File: config.mk
export PLATFORM = sky130hd
export DESIGN_NAME = sparse_index_match_multiply_cell_top
export DESIGN_NICKNAME = d
export VERILOG_FILES = /design/src/rtl/simc_pkg.sv /design/src/rtl/simc_front.sv /design/src/rtl/simc_back.sv /design/src/rtl/simc_out.sv /design/src/rtl/sparse_index_match_multiply_cell_top.sv
export SDC_FILE = /design/constraint.sdc
export NUM_CORES = 2
export LEC_CHECK = 0
export ABC_AREA = 1
export BUFFER_PORTS_ARGS = -buffer_cell sky130_fd_sc_hd__buf_2
export CAP_MARGIN = 0
export CELL_PAD_IN_SITES_DETAIL_PLACEMENT = 1
export CELL_PAD_IN_SITES_GLOBAL_PLACEMENT = 1
export CORE_ASPECT_RATIO = 1.1
export CORE_MARGIN = 2
export CORE_UTILIZATION = 55
export CTS_CLUSTER_DIAMETER = 40
export DETAILED_ROUTE_END_ITERATION = 8
export PLACE_DENSITY_LB_ADDON = 0.1
export SLEW_MARGIN = 15
export SYNTH_ARGS = -nofsm -noshare
export SYNTH_HDL_FRONTEND = slang
export SYNTH_SLANG_ARGS = --single-unit
File: constraint.sdc
create_clock -name clk -period 18.6 [get_ports clk]
set_clock_uncertainty 0.05 [all_clocks]
set_input_delay 0.93 -clock clk [delete_from_list [all_inputs] [get_ports clk]]
set_output_delay 0.93 -clock clk [all_outputs]
set_load 0.01 [all_outputs]
File: src/rtl/simc_pkg.sv
package simc_pkg;

  localparam int OPERAND_DEPTH = 8;
  localparam int SUM_DEPTH     = 16;
  localparam int INDEX_BITS    = 16;
  localparam int VALUE_BITS    = 32;
  localparam int CMD_DEPTH     = 2;
  localparam int MAX_RESULTS   = 5;

  localparam int OP_PTR_W   = $clog2(OPERAND_DEPTH);
  localparam int OP_FILL_W  = $clog2(OPERAND_DEPTH + 1);
  localparam int SUM_PTR_W  = $clog2(SUM_DEPTH);
  localparam int SUM_FILL_W = $clog2(SUM_DEPTH + 1);
  localparam int CMD_PTR_W  = $clog2(CMD_DEPTH);
  localparam int CMD_CNT_W  = $clog2(CMD_DEPTH + 1);
  localparam int RES_CNT_W  = $clog2(MAX_RESULTS + 1);

  localparam int ADDR_W    = 3;
  localparam int REG_IDX_W = 1;
  localparam logic [REG_IDX_W-1:0] REG_BOTTOM_ROW = 1'd0;
  localparam logic [REG_IDX_W-1:0] REG_RIGHT_COL  = 1'd1;

  localparam logic [2:0] KIND_A      = 3'd0;
  localparam logic [2:0] KIND_B      = 3'd1;
  localparam logic [2:0] KIND_SUM    = 3'd2;
  localparam logic [2:0] KIND_DONE_A = 3'd3;
  localparam logic [2:0] KIND_DONE_B = 3'd4;
  localparam logic [2:0] KIND_TICK   = 3'd5;

  typedef enum logic [2:0] {
    OP_PUSH_A,
    OP_PUSH_B,
    OP_PUSH_SUM,
    OP_DONE_A,
    OP_DONE_B,
    OP_TICK
  } op_t;

  typedef enum logic [2:0] {
    RK_A_DOWN     = 3'd0,
    RK_B_RIGHT    = 3'd1,
    RK_PSUM       = 3'd2,
    RK_DONE_DOWN  = 3'd3,
    RK_DONE_RIGHT = 3'd4,
    RK_OVERFLOW   = 3'd5
  } rkind_t;

  typedef struct packed {
    logic [VALUE_BITS-1:0] val;
    logic [INDEX_BITS-1:0] i1;
    logic [INDEX_BITS-1:0] i2;
  } item_t;

  typedef struct packed {
    logic down_busy;
    logic right_busy;
    logic psum_busy;
    logic dtok_busy;
    logic rtok_busy;
    logic top_pending;
    logic left_pending;
  } links_t;

  typedef struct packed {
    op_t    op;
    item_t  item;
    links_t links;
  } cmd_t;

  typedef struct packed {
    rkind_t kind;
    item_t  item;
  } result_t;

endpackage

File: src/rtl/simc_front.sv
module simc_front (
  input  logic                clk,
  input  logic                rst,
  input  logic                push,
  output logic                full,
  input  logic [2:0]          kind,
  input  simc_pkg::item_t     item,
  input  simc_pkg::links_t    links,
  output logic                cmd_valid,
  output simc_pkg::cmd_t      cmd,
  input  logic                cmd_take
);

  simc_pkg::cmd_t                       cmd_q [simc_pkg::CMD_DEPTH];
  logic [simc_pkg::CMD_PTR_W-1:0]       wr_ptr;
  logic [simc_pkg::CMD_PTR_W-1:0]       rd_ptr;
  logic [simc_pkg::CMD_CNT_W-1:0]       count;
  logic                                 known;
  logic                                 enq;
  logic                                 deq;
  simc_pkg::op_t                        op;

  always_comb begin
    known = 1'b1;
    op    = simc_pkg::OP_TICK;
    unique case (kind)
      simc_pkg::KIND_A:      op = simc_pkg::OP_PUSH_A;
      simc_pkg::KIND_B:      op = simc_pkg::OP_PUSH_B;
      simc_pkg::KIND_SUM:    op = simc_pkg::OP_PUSH_SUM;
      simc_pkg::KIND_DONE_A: op = simc_pkg::OP_DONE_A;
      simc_pkg::KIND_DONE_B: op = simc_pkg::OP_DONE_B;
      simc_pkg::KIND_TICK:   op = simc_pkg::OP_TICK;
      default:               known = 1'b0;
    endcase
  end

  assign full      = (count == simc_pkg::CMD_CNT_W'(simc_pkg::CMD_DEPTH));
  assign enq       = push && !full && known;
  assign cmd_valid = (count != '0);
  assign deq       = cmd_valid && cmd_take;
  assign cmd       = cmd_q[rd_ptr];

  always_ff @(posedge clk) begin
    if (enq) begin
      cmd_q[wr_ptr] <= '{op: op, item: item, links: links};
    end
  end

  always_ff @(posedge clk) begin
    if (rst) begin
      wr_ptr <= '0;
      rd_ptr <= '0;
      count  <= '0;
    end else begin
      if (enq) begin
        wr_ptr <= (wr_ptr == simc_pkg::CMD_PTR_W'(simc_pkg::CMD_DEPTH - 1)) ? '0 :
                  wr_ptr + 1'b1;
      end
      if (deq) begin
        rd_ptr <= (rd_ptr == simc_pkg::CMD_PTR_W'(simc_pkg::CMD_DEPTH - 1)) ? '0 :
                  rd_ptr + 1'b1;
      end
      count <= count + simc_pkg::CMD_CNT_W'(enq) - simc_pkg::CMD_CNT_W'(deq);
    end
  end

endmodule

File: src/rtl/simc_back.sv
module simc_back (
  input  logic                                          clk,
  input  logic                                          rst,
  input  logic                                          cmd_valid,
  input  simc_pkg::cmd_t                                cmd,
  input  logic                                          bottom_row,
  input  logic                                          right_col,
  input  logic                                          out_free,
  output logic                                          take,
  output simc_pkg::result_t [simc_pkg::MAX_RESULTS-1:0] bundle,
  output logic [simc_pkg::RES_CNT_W-1:0]                bundle_n
);

  simc_pkg::item_t a_mem   [simc_pkg::OPERAND_DEPTH];
  simc_pkg::item_t b_mem   [simc_pkg::OPERAND_DEPTH];
  simc_pkg::item_t sum_mem [simc_pkg::SUM_DEPTH];

  logic [simc_pkg::OP_PTR_W-1:0]   a_head, a_tail, b_head, b_tail;
  logic [simc_pkg::OP_FILL_W-1:0]  a_fill, b_fill;
  logic [simc_pkg::SUM_PTR_W-1:0]  sum_head, sum_tail;
  logic [simc_pkg::SUM_FILL_W-1:0] sum_fill;
  logic a_done, b_done, a_sent, b_sent;

  simc_pkg::item_t a_top, b_top, sum_top, prod, psum_item;
  logic [simc_pkg::VALUE_BITS-1:0] prod_val;
  logic is_tick, can_a, can_b, a_nz, b_nz, a_full, b_full, sum_full;
  logic pop_a, pop_b, have_prod, tok_a, tok_b;
  logic push_a, push_b, push_sum_in, ovf_in;
  logic push_prod, pop_sum, emit_psum, emit_ovf, sum_push;
  logic [simc_pkg::RES_CNT_W-1:0] nb;
  simc_pkg::links_t lk;

  assign take     = cmd_valid && out_free;
  assign lk       = cmd.links;
  assign is_tick  = (cmd.op == simc_pkg::OP_TICK);
  assign a_top    = a_mem[a_head];
  assign b_top    = b_mem[b_head];
  assign sum_top  = sum_mem[sum_head];
  assign a_nz     = (a_fill != '0);
  assign b_nz     = (b_fill != '0);
  assign a_full   = (a_fill == simc_pkg::OP_FILL_W'(simc_pkg::OPERAND_DEPTH));
  assign b_full   = (b_fill == simc_pkg::OP_FILL_W'(simc_pkg::OPERAND_DEPTH));
  assign sum_full = (sum_fill == simc_pkg::SUM_FILL_W'(simc_pkg::SUM_DEPTH));
  assign can_a    = bottom_row || !lk.down_busy;
  assign can_b    = right_col || !lk.right_busy;
  assign prod_val = a_top.val * b_top.val;
  assign prod     = '{val: prod_val, i1: a_top.i1, i2: b_top.i2};

  assign push_a      = (cmd.op == simc_pkg::OP_PUSH_A) && !a_full;
  assign push_b      = (cmd.op == simc_pkg::OP_PUSH_B) && !b_full;
  assign push_sum_in = (cmd.op == simc_pkg::OP_PUSH_SUM) && !sum_full;
  assign ovf_in      = ((cmd.op == simc_pkg::OP_PUSH_A) && a_full) ||
                       ((cmd.op == simc_pkg::OP_PUSH_B) && b_full) ||
                       ((cmd.op == simc_pkg::OP_PUSH_SUM) && sum_full);

  always_comb begin
    pop_a     = 1'b0;
    pop_b     = 1'b0;
    have_prod = 1'b0;
    if (is_tick) begin
      if (a_nz && b_nz) begin
        if (a_top.i2 == b_top.i1) begin
          if (can_a && can_b) begin
            pop_a     = 1'b1;
            pop_b     = 1'b1;
            have_prod = 1'b1;
          end
        end else if (a_top.i2 < b_top.i1) begin
          pop_a = can_a;
        end else begin
          pop_b = can_b;
        end
      end else if (b_nz) begin
        pop_b = a_done && !lk.top_pending && can_b;
      end else if (a_nz) begin
        pop_a = b_done && !lk.left_pending && can_a;
      end
    end
  end

  assign tok_a = is_tick && a_done && (a_fill == simc_pkg::OP_FILL_W'(pop_a)) &&
                 !lk.top_pending && !a_sent && !bottom_row && !lk.dtok_busy;
  assign tok_b = is_tick && b_done && (b_fill == simc_pkg::OP_FILL_W'(pop_b)) &&
                 !lk.left_pending && !b_sent && !right_col && !lk.rtok_busy;

  always_comb begin
    push_prod = 1'b0;
    pop_sum   = 1'b0;
    emit_psum = 1'b0;
    emit_ovf  = 1'b0;
    psum_item = sum_top;
    if (have_prod) begin
      if (sum_full) begin
        if (!lk.psum_busy) begin
          emit_psum = 1'b1;
          pop_sum   = 1'b1;
          push_prod = 1'b1;
        end else begin
          emit_ovf = 1'b1;
        end
      end else begin
        push_prod = 1'b1;
        if (!lk.psum_busy) begin
          emit_psum = 1'b1;
          pop_sum   = 1'b1;
          psum_item = (sum_fill == '0) ? prod : sum_top;
        end
      end
    end else if (is_tick && !lk.psum_busy && (sum_fill != '0)) begin
      emit_psum = 1'b1;
      pop_sum   = 1'b1;
    end
  end

  assign sum_push = push_sum_in || push_prod;

  always_comb begin
    bundle = '0;
    nb     = '0;
    if (ovf_in) begin
      bundle[nb] = '{kind: simc_pkg::RK_OVERFLOW, item: cmd.item};
      nb = nb + 1'b1;
    end
    if (pop_a && !bottom_row) begin
      bundle[nb] = '{kind: simc_pkg::RK_A_DOWN, item: a_top};
      nb = nb + 1'b1;
    end
    if (pop_b && !right_col) begin
      bundle[nb] = '{kind: simc_pkg::RK_B_RIGHT, item: b_top};
      nb = nb + 1'b1;
    end
    if (tok_a) begin
      bundle[nb] = '{kind: simc_pkg::RK_DONE_DOWN, item: '0};
      nb = nb + 1'b1;
    end
    if (tok_b) begin
      bundle[nb] = '{kind: simc_pkg::RK_DONE_RIGHT, item: '0};
      nb = nb + 1'b1;
    end
    if (emit_psum) begin
      bundle[nb] = '{kind: simc_pkg::RK_PSUM, item: psum_item};
      nb = nb + 1'b1;
    end else if (emit_ovf) begin
      bundle[nb] = '{kind: simc_pkg::RK_OVERFLOW, item: prod};
      nb = nb + 1'b1;
    end
    bundle_n = nb;
  end

  always_ff @(posedge clk) begin
    if (take) begin
      if (push_a) begin
        a_mem[a_tail] <= cmd.item;
      end
      if (push_b) begin
        b_mem[b_tail] <= cmd.item;
      end
      if (sum_push) begin
        sum_mem[sum_tail] <= push_prod ? prod : cmd.item;
      end
    end
  end

  always_ff @(posedge clk) begin
    if (rst) begin
      a_head   <= '0;
      a_tail   <= '0;
      a_fill   <= '0;
      b_head   <= '0;
      b_tail   <= '0;
      b_fill   <= '0;
      sum_head <= '0;
      sum_tail <= '0;
      sum_fill <= '0;
      a_done   <= 1'b0;
      b_done   <= 1'b0;
      a_sent   <= 1'b0;
      b_sent   <= 1'b0;
    end else if (take) begin
      if (push_a) begin
        a_tail <= (a_tail == simc_pkg::OP_PTR_W'(simc_pkg::OPERAND_DEPTH - 1)) ? '0 :
                  a_tail + 1'b1;
      end
      if (pop_a) begin
        a_head <= (a_head == simc_pkg::OP_PTR_W'(simc_pkg::OPERAND_DEPTH - 1)) ? '0 :
                  a_head + 1'b1;
      end
      a_fill <= a_fill + simc_pkg::OP_FILL_W'(push_a) - simc_pkg::OP_FILL_W'(pop_a);
      if (push_b) begin
        b_tail <= (b_tail == simc_pkg::OP_PTR_W'(simc_pkg::OPERAND_DEPTH - 1)) ? '0 :
                  b_tail + 1'b1;
      end
      if (pop_b) begin
        b_head <= (b_head == simc_pkg::OP_PTR_W'(simc_pkg::OPERAND_DEPTH - 1)) ? '0 :
                  b_head + 1'b1;
      end
      b_fill <= b_fill + simc_pkg::OP_FILL_W'(push_b) - simc_pkg::OP_FILL_W'(pop_b);
      if (sum_push) begin
        sum_tail <= (sum_tail == simc_pkg::SUM_PTR_W'(simc_pkg::SUM_DEPTH - 1)) ? '0 :
                    sum_tail + 1'b1;
      end
      if (pop_sum) begin
        sum_head <= (sum_head == simc_pkg::SUM_PTR_W'(simc_pkg::SUM_DEPTH - 1)) ? '0 :
                    sum_head + 1'b1;
      end
      sum_fill <= sum_fill + simc_pkg::SUM_FILL_W'(sum_push) -
                  simc_pkg::SUM_FILL_W'(pop_sum);
      if (cmd.op == simc_pkg::OP_DONE_A) begin
        a_done <= 1'b1;
      end
      if (cmd.op == simc_pkg::OP_DONE_B) begin
        b_done <= 1'b1;
      end
      if (tok_a) begin
        a_sent <= 1'b1;
      end
      if (tok_b) begin
        b_sent <= 1'b1;
      end
    end
  end

endmodule

File: src/rtl/simc_out.sv
module simc_out (
  input  logic                                          clk,
  input  logic                                          rst,
  input  logic                                          load,
  input  simc_pkg::result_t [simc_pkg::MAX_RESULTS-1:0] bundle,
  input  logic [simc_pkg::RES_CNT_W-1:0]                bundle_n,
  input  logic                                          pop,
  output logic                                          free,
  output logic                                          empty,
  output simc_pkg::result_t                             head,
  output logic                                          last
);

  simc_pkg::result_t [simc_pkg::MAX_RESULTS-1:0] slots;
  logic [simc_pkg::RES_CNT_W-1:0]                cnt;
  logic                                          advance;

  assign empty   = (cnt == '0);
  assign advance = pop && !empty;
  assign last    = (cnt == simc_pkg::RES_CNT_W'(1));
  assign free    = empty || (last && pop);
  assign head    = slots[0];

  always_ff @(posedge clk) begin
    if (load) begin
      slots <= bundle;
    end else if (advance) begin
      for (int i = 0; i < simc_pkg::MAX_RESULTS - 1; i++) begin
        slots[i] <= slots[i+1];
      end
    end
  end

  always_ff @(posedge clk) begin
    if (rst) begin
      cnt <= '0;
    end else if (load) begin
      cnt <= bundle_n;
    end else if (advance) begin
      cnt <= cnt - 1'b1;
    end
  end

endmodule

File: src/rtl/sparse_index_match_multiply_cell_top.sv
// channel     | handshake             | payload
// ------------+-----------------------+------------------------------------------------
// request in  | push / full           | kind, value, first_index, second_index, link bits
// result out  | empty / pop           | result_kind, out_value, out_first_index,
//             |                       | out_second_index, last
// config      | psel/penable/pwrite   | paddr, pwdata, prdata, pready
//
// A request enters a two-entry command queue; the back end executes one command per cycle
// while the result buffer is free. A tick yields up to five results, which leave one per cycle
// through the result buffer while pop is high and hold the back end until the last is popped.
// rst clears queue fill levels, stream flags and config; queue contents are not cleared.
// full rises when the command queue is full; the back end waits until the result buffer
// is empty or its last result is being popped.
module sparse_index_match_multiply_cell_top (
  input  logic                                 clk,
  input  logic                                 rst,
  input  logic                                 push,
  output logic                                 full,
  input  logic [2:0]                           kind,
  input  logic signed [simc_pkg::VALUE_BITS-1:0] value,
  input  logic [simc_pkg::INDEX_BITS-1:0]      first_index,
  input  logic [simc_pkg::INDEX_BITS-1:0]      second_index,
  input  logic                                 down_busy,
  input  logic                                 right_busy,
  input  logic                                 psum_busy,
  input  logic                                 down_token_busy,
  input  logic                                 right_token_busy,
  input  logic                                 top_pending,
  input  logic                                 left_pending,
  output logic                                 empty,
  input  logic                                 pop,
  output logic [2:0]                           result_kind,
  output logic signed [simc_pkg::VALUE_BITS-1:0] out_value,
  output logic [simc_pkg::INDEX_BITS-1:0]      out_first_index,
  output logic [simc_pkg::INDEX_BITS-1:0]      out_second_index,
  output logic                                 last,
  input  logic                                 psel,
  input  logic                                 penable,
  input  logic                                 pwrite,
  input  logic [simc_pkg::ADDR_W-1:0]          paddr,
  input  logic [31:0]                          pwdata,
  output logic [31:0]                          prdata,
  output logic                                 pready
);

  logic                                          on_bottom_row;
  logic                                          on_right_col;
  logic                                          cfg_wr;
  logic [simc_pkg::REG_IDX_W-1:0]                reg_idx;
  simc_pkg::item_t                               in_item;
  simc_pkg::links_t                              in_links;
  logic                                          cmd_valid;
  simc_pkg::cmd_t                                cmd;
  logic                                          take;
  logic                                          out_free;
  simc_pkg::result_t [simc_pkg::MAX_RESULTS-1:0] bundle;
  logic [simc_pkg::RES_CNT_W-1:0]                bundle_n;
  simc_pkg::result_t                             head;

  assign pready  = 1'b1;
  assign cfg_wr  = psel && penable && pwrite && pready;
  assign reg_idx = paddr[simc_pkg::ADDR_W-1:2];

  always_ff @(posedge clk) begin
    if (rst) begin
      on_bottom_row <= 1'b0;
      on_right_col  <= 1'b0;
    end else if (cfg_wr) begin
      if (reg_idx == simc_pkg::REG_BOTTOM_ROW) begin
        on_bottom_row <= pwdata[0];
      end
      if (reg_idx == simc_pkg::REG_RIGHT_COL) begin
        on_right_col <= pwdata[0];
      end
    end
  end

  always_comb begin
    prdata = '0;
    unique case (reg_idx)
      simc_pkg::REG_BOTTOM_ROW: prdata[0] = on_bottom_row;
      simc_pkg::REG_RIGHT_COL:  prdata[0] = on_right_col;
      default:                  prdata    = '0;
    endcase
  end

  assign in_item  = '{val: value, i1: first_index, i2: second_index};
  assign in_links = '{down_busy: down_busy, right_busy: right_busy, psum_busy: psum_busy,
                      dtok_busy: down_token_busy, rtok_busy: right_token_busy,
                      top_pending: top_pending, left_pending: left_pending};

  simc_front u_front (
    .clk       (clk),
    .rst       (rst),
    .push      (push),
    .full      (full),
    .kind      (kind),
    .item      (in_item),
    .links     (in_links),
    .cmd_valid (cmd_valid),
    .cmd       (cmd),
    .cmd_take  (take)
  );

  simc_back u_back (
    .clk        (clk),
    .rst        (rst),
    .cmd_valid  (cmd_valid),
    .cmd        (cmd),
    .bottom_row (on_bottom_row),
    .right_col  (on_right_col),
    .out_free   (out_free),
    .take       (take),
    .bundle     (bundle),
    .bundle_n   (bundle_n)
  );

  simc_out u_out (
    .clk      (clk),
    .rst      (rst),
    .load     (take),
    .bundle   (bundle),
    .bundle_n (bundle_n),
    .pop      (pop),
    .free     (out_free),
    .empty    (empty),
    .head     (head),
    .last     (last)
  );

  assign result_kind      = head.kind;
  assign out_value        = head.item.val;
  assign out_first_index  = head.item.i1;
  assign out_second_index = head.item.i2;

  a_full_means_pending: assert property (@(posedge clk) disable iff (rst)
    full |-> cmd_valid)
    else $error("command queue full with nothing pending");

  a_bundle_continues: assert property (@(posedge clk) disable iff (rst)
    pop && !empty && !last |=> !empty)
    else $error("result burst cut short");

  a_cfg_row_written: assert property (@(posedge clk) disable iff (rst)
    !rst && cfg_wr && (reg_idx == simc_pkg::REG_BOTTOM_ROW) |=>
      on_bottom_row == $past(pwdata[0]))
    else $error("bottom-row register not written");

endmodule

# Word level (Yosys, flattened, before mapping)
# Memory sizes are Yosys's and may differ from the RTL's. A register that Yosys moved wholly into a read port is not among the register bits.
# Cells that the tools add are included.
dict set report totals {
  register_bits 381
  latch_bits 0
  ramBits 2196
  rom_bits 0
  wordCells 283
  mem_count 4
}
dict set report classes {
  add_sub_neg 22
  n_mul 1
  n_div 0
  n_lt_le_gt_ge 11
  n_eq_ne 24
  shifts 0
  muxes 90
  bitwise_logic 7
  n_reduce_logical 85
}
# memory depth word_bits rd rd_ports_with_merged_regs wr line
set mem_list {}
lappend mem_list {u_back.sum_mem 16 64 1 1 1 simc_back.sv:16} ;# simc_pkg::item_t sum_mem [simc_pkg::SUM_DEPTH];
lappend mem_list {u_back.a_mem 8 64 1 1 1 simc_back.sv:14} ;# simc_pkg::item_t a_mem [simc_pkg::OPERAND_DEPTH];
lappend mem_list {u_back.b_mem 8 64 1 1 1 simc_back.sv:15} ;# simc_pkg::item_t b_mem [simc_pkg::OPERAND_DEPTH];
lappend mem_list {u_front.cmd_q 2 74 1 1 1 simc_front.sv:14} ;# simc_pkg::cmd_t cmd_q [simc_pkg::CMD_DEPTH];
# cell n
set ops {}
lappend ops {{two-way mux 335 bit} 6}
lappend ops {{bitwise mux 335 bit} 4}
lappend ops {{demux 67 bit (select 3 bit)} 5}
lappend ops {{two-way mux 268 bit} 2}
lappend ops {{two-way mux 67 bit} 6}
lappend ops {{bitwise AND 330 bit} 1}
lappend ops {{inverter 330 bit} 1}
lappend ops {{bitwise AND 325 bit} 1}
lappend ops {{inverter 325 bit} 1}
lappend ops {{two-way mux 64 bit} 5}
lappend ops {{two-way mux 3 bit} 16}
lappend ops {{logical AND 1 bit} 41}
lappend ops {{two-way mux 1 bit} 40}
lappend ops {{multiplier 32 x 32 -> 32 bit} 1}
lappend ops {{adder 3 x 1 -> 3 bit, second input constant} 8}
lappend ops {{== test 3 bit, second input constant} 8}
lappend ops {{AND reduction 2 bit} 12}
lappend ops {{== test 16 bit} 1}
lappend ops {{== test 4 bit, second input constant} 4}
lappend ops {{logical NOT 1 bit} 16}
lappend ops {{less-than comparator 16 bit} 1}
lappend ops {{less-than comparator 3 x 4 -> 1 bit, second input constant} 4}
lappend ops {{two-way mux 4 bit} 4}
lappend ops {{case mux 3 bit (5 select lines)} 1}
lappend ops {{other kinds (29)} 51}

# Logic depth before layout (Yosys ltp)
dict set report depth {
  depth_word 25
  depth_mapped 48
}

# By module
# From an unflattened synthesis, not the netlist that was laid out.
dict set report hier_totals {
  hier_cells 12277
  hier_area_um2 129505.5
}
# module instances cells_each area_per_inst_um2
set by_module_without_submodules {}
lappend by_module_without_submodules {simc_back 1 10640 109078.4}
lappend by_module_without_submodules {simc_out 1 1309 14196.1}
lappend by_module_without_submodules {simc_front 1 275 5864.4}
lappend by_module_without_submodules {sparse_index_match_multiply_cell_top 1 53 366.6}

# Worst setup path before layout
# OpenSTA, ideal clock, no wires.
dict set report synth_timing {
  path_kind {reg-to-reg}
  from {register (tool-made name)}
  to {memory u_back.sum_mem[0][60] in the netlist's numbering, data pin}
  t_arrival_ps 8513
  required_time_ps 18220
  setup_slack_ps 9707
  path_stages_with_launch 39
  n_path_buf 5
  synth_period_minus_slack_ps 8893
  cell_sequence {dfxtp_1 inv_1 buf_2 buf_4 buf_2 nor2_1 o22ai_1 inv_1 o21ai_0 clkbuf_1 clkinv_1 clkbuf_1 nor2_1 fa_1 inv_1 fa_1 inv_1 fa_1 [3 not listed] fa_1 inv_1 fa_1 inv_1 fa_1 fa_1 ha_1 nand2_1 nor4_1 nand4_1 nand3_1 nand2_1 o211ai_1 a21boi_0 o21ai_0 xor2_1 inv_1 o21ai_0}
}
# item line
set synth_lines {}
lappend synth_lines {{end: declaration} simc_back.sv:16}

==> impl_metrics.py <==
metrics = {
    "status": {
        "status": "finished clean",
    },
    "die": {
        "core_area_um2": 234000,
        "pin_count": 219,
        "rows": 186,
        "dieArea_um2": 240000,
        "fp.dieH_um": 513,
        "start_util_pct": 55.5,
        "die_x_um": 467,
    },
    "placement": {
        "gp_congestion": 0.949,
        "port_buffers": 153,
        "place_hpwl_um": 295000,
    },
    "sta": {
        "fmax_mhz": 83.0,
        "max_slew_margin_pct": 3.98,
        "rsz0062_at_grt": "no",
        "tightest_slew_ns": 1.43,
        "setup_viol": 0,
        "fin_crit_ns": 12.05,
        "finalMaxSlewViolations": 0,
        "period_share_pct": 64.8,
        "hold_viol_final": 0,
        "tns_ns": 0,
    },
    "clocking": {
        "post-cts-setup-buffer-count": 0,
        "htreeDepth": 5,
        "path_clk_slew_ns": 0.06,
        "cts.path.max_buffers": 4,
        "tritoncts": "yes",
        "clock-sinks": 2588,
        "postCtsResizedCells": 0,
        "clock_latency_ns": 1.00,
        "cts_inserted_buffers": 370,
        "clockRootBuffer": "clkbuf_16",
        "postCtsHoldBufs": 0,
    },
    "final_layout": {
        "syn_to_final_growth_pct": 12.4,
        "nFillCells": 24500,
        "fin_nets": 13300,
        "drive_gt1_share_pct": 9.49,
    },
    "logic_synthesis": {
        "synth.distinct_cells": 65,
        "synth_top_area_share_pct": 58.6,
        "ys_ff_latch": 2588,
        "seq_area_frac_synth_pct": 59.5,
        "synth_edf_count": 2531,
        "yosys-top-cells-area": "edfxtp_1 59%, nand2_1 7.1%, fa_1 6.4%",
        "ys.flop_type": "edfxtp_1",
        "yosysWarnings": 0,
        "yosysTopAreaCell": "edfxtp_1",
        "syn_inst": 12600,
        "syn_avg_cell_area_um2": 10.3,
        "synthArstFlopShare_pct": 0,
        "syn-cell-area_um2": 130000,
    },
    "grt": {
        "grt_max_degree": 238,
        "grt.total_usage_pct": 40.4,
        "antenna_found_initial": 19,
        "overflow": 0,
        "grt_pass1_vias": 111000,
        "grt_pass1_wl_um": 714000,
    },
    "critical_path": {
        "end_kind": "flip-flop",
        "crit_slowest_cell": "buf_4",
        "critical_path.max_fanout": 98,
        "crit_family": "buffers and inverters",
        "arrival_ns": 12.79,
        "required_ns": 19.35,
        "worst-path-buf-inv": 10,
        "cp_common_cell": "nand2_1",
        "cp-start-kind": "flip-flop",
        "path_class": "flip-flop to flip-flop",
        "slowest_delay_ns": 0.84,
    },
    "routing": {
        "drc": 0,
        "via_per_inst": 6.52,
        "wl_um": 490000,
        "wl_per_cell_um": 30.7,
        "drt_iter0_drc": 12200,
        "route.vias.total": 104000,
        "drt-pass1-iter-count": 6,
        "ant_nets": 0,
    },
    "worst_hold_path": {
        "hold_path.class": "input port to flip-flop",
    },
    "job": {
        "cap_violations": 0,
    },
}
## stage by stage
| stage | utilization [%] | setup slack (ns) | std cells | instance area, um^2 | hold WS, ns |
|---|---|---|---|---|---|
| floorplan | - | 9.71 | 12600 | 130000 | 0.376 |
| global placement | 57.1 | 7.66 | 15300 | 133000 | 0.380 |
| CTS | 62.3 | 7.09 | 15900 | 146000 | 0.0270 |
| global route | 62.3 | 6.36 | 15900 | 146000 | 0.0446 |
| finish | 62.3 | 6.55 | 16000 | 146000 | 0.0716 |
| detailed placement | 57.1 | 7.29 | 15300 | 134000 | 0.408 |
## area by class of cell
cell class              instances  area [um^2]  share of cell area, %
clock buffers                 403         9480                   6.50
clock inverters               261         2670                   1.83
multi-input cells            8146        45600                   31.3
repair buffers                475         3210                   2.20
well taps                    3102         3880                   2.66
diodes                         16         40.0                 0.0275
flip-flops and latches       2588        77200                   53.0
inverters                     967         3680                   2.53
## flip-flops by register name (all words and copies together), names as in the netlist, 2 cells and up, named ones only
register,cells
u_back.a_fill,4
u_back.a_head,3
u_back.a_mem,512
u_back.a_tail,3
u_back.b_fill,4
u_back.b_head,3
u_back.b_mem,512
u_back.b_tail,3
u_back.sum_fill,5
u_back.sum_head,4
u_back.sum_mem,1024
u_back.sum_tail,4
u_front.cmd_q,148
u_front.count,2
u_out.cnt,3
u_out.head,67
u_out.slots,268
## kinds of logic after synthesis
group                      Yosys count  share of synthesized area [%]
and+or+nand+nor                   4945                           15.1
DFF                               2588                           59.5
AOI/OAI and AO/OA                 2528                           11.2
buffers and inverters             1852                           5.82
adders and majority gates          594                           8.11
xor gates and xnor gates            47                          0.323
other                                2                        0.00579
## routing by layer
metal  vias to the layer above  global-route usage (%)  wire (um)
met2                      6096                    64.9     231000
met5                         -                       0        115
met3                      1783                    6.80      40800
met4                        18                    30.9      43500
li1                      43300                       -          -
met1                     52900                    48.8     175000
## synth_stat cells (12+ instances only)
cell / n
ha_1: 182
xor2_1: 25
dfxtp_1: 57
a221oi_1: 15
a221o_1: 16
o21ai_0: 1362
o22ai_1: 437
o211ai_1: 245
o21ai_1: 29
nand3_1: 578
buf_2: 147
a21oi_1: 257
nand2_1: 2466
o32ai_1: 12
edfxtp_1: 2531
buf_1: 56
buf_4: 108
inv_2: 18
o221ai_1: 90
nor2_1: 1792
a31oi_1: 26
nand4_1: 26
nor3_1: 24
fa_1: 412
inv_1: 940
clkbuf_1: 572
nor4_1: 17
xnor2_1: 21
## final timing paths
path | startpoint | end | cells past startpoint | slack (ns)
max | flip-flop | u_out.slots[123] | 38 | 6.55
max reg2reg | flip-flop | u_out.slots[123] | 38 | 6.55
min | second_index[4] | u_front.cmd_q[0][11] | 1 | 0.07
min reg2reg | u_front.rd_ptr | flip-flop | 1 | 0.39
## cells in the final DEF (no fill, tap or decap), types with 15 or more instances in the layout
master	Yosys	final
clkinv_4	0	35
dfxtp_1	57	46
clkinv_1	9	55
inv_6	0	50
nand2_1	2466	2459
edfxtp_1	2531	2531
o22ai_1	437	437
o21ai_2	2	25
buf_4	108	320
ha_1	182	182
inv_1	940	931
nand4_1	26	26
nand3_1	578	573
a221o_1	16	16
conb_1	2	32
o211ai_1	245	245
nor2_1	1792	1765
nor4_1	17	17
o221ai_1	90	90
buf_2	147	153
xor2_1	25	25
xnor2_1	21	21
diode_2	0	16
nor2_4	2	30
a221oi_1	15	15
a21oi_1	257	257
o21ai_0	1362	1311
clkbuf_1	572	27
bufinv_16	0	36
a31oi_1	26	26
fa_1	412	412
clkbuf_16	0	373
clkinv_2	0	40
clkinvlp_4	0	48
inv_2	18	15
o21ai_1	29	56
Power is not shown: default switching activity piles up to over one toggle a cycle in this logic, so the estimate is an artifact.
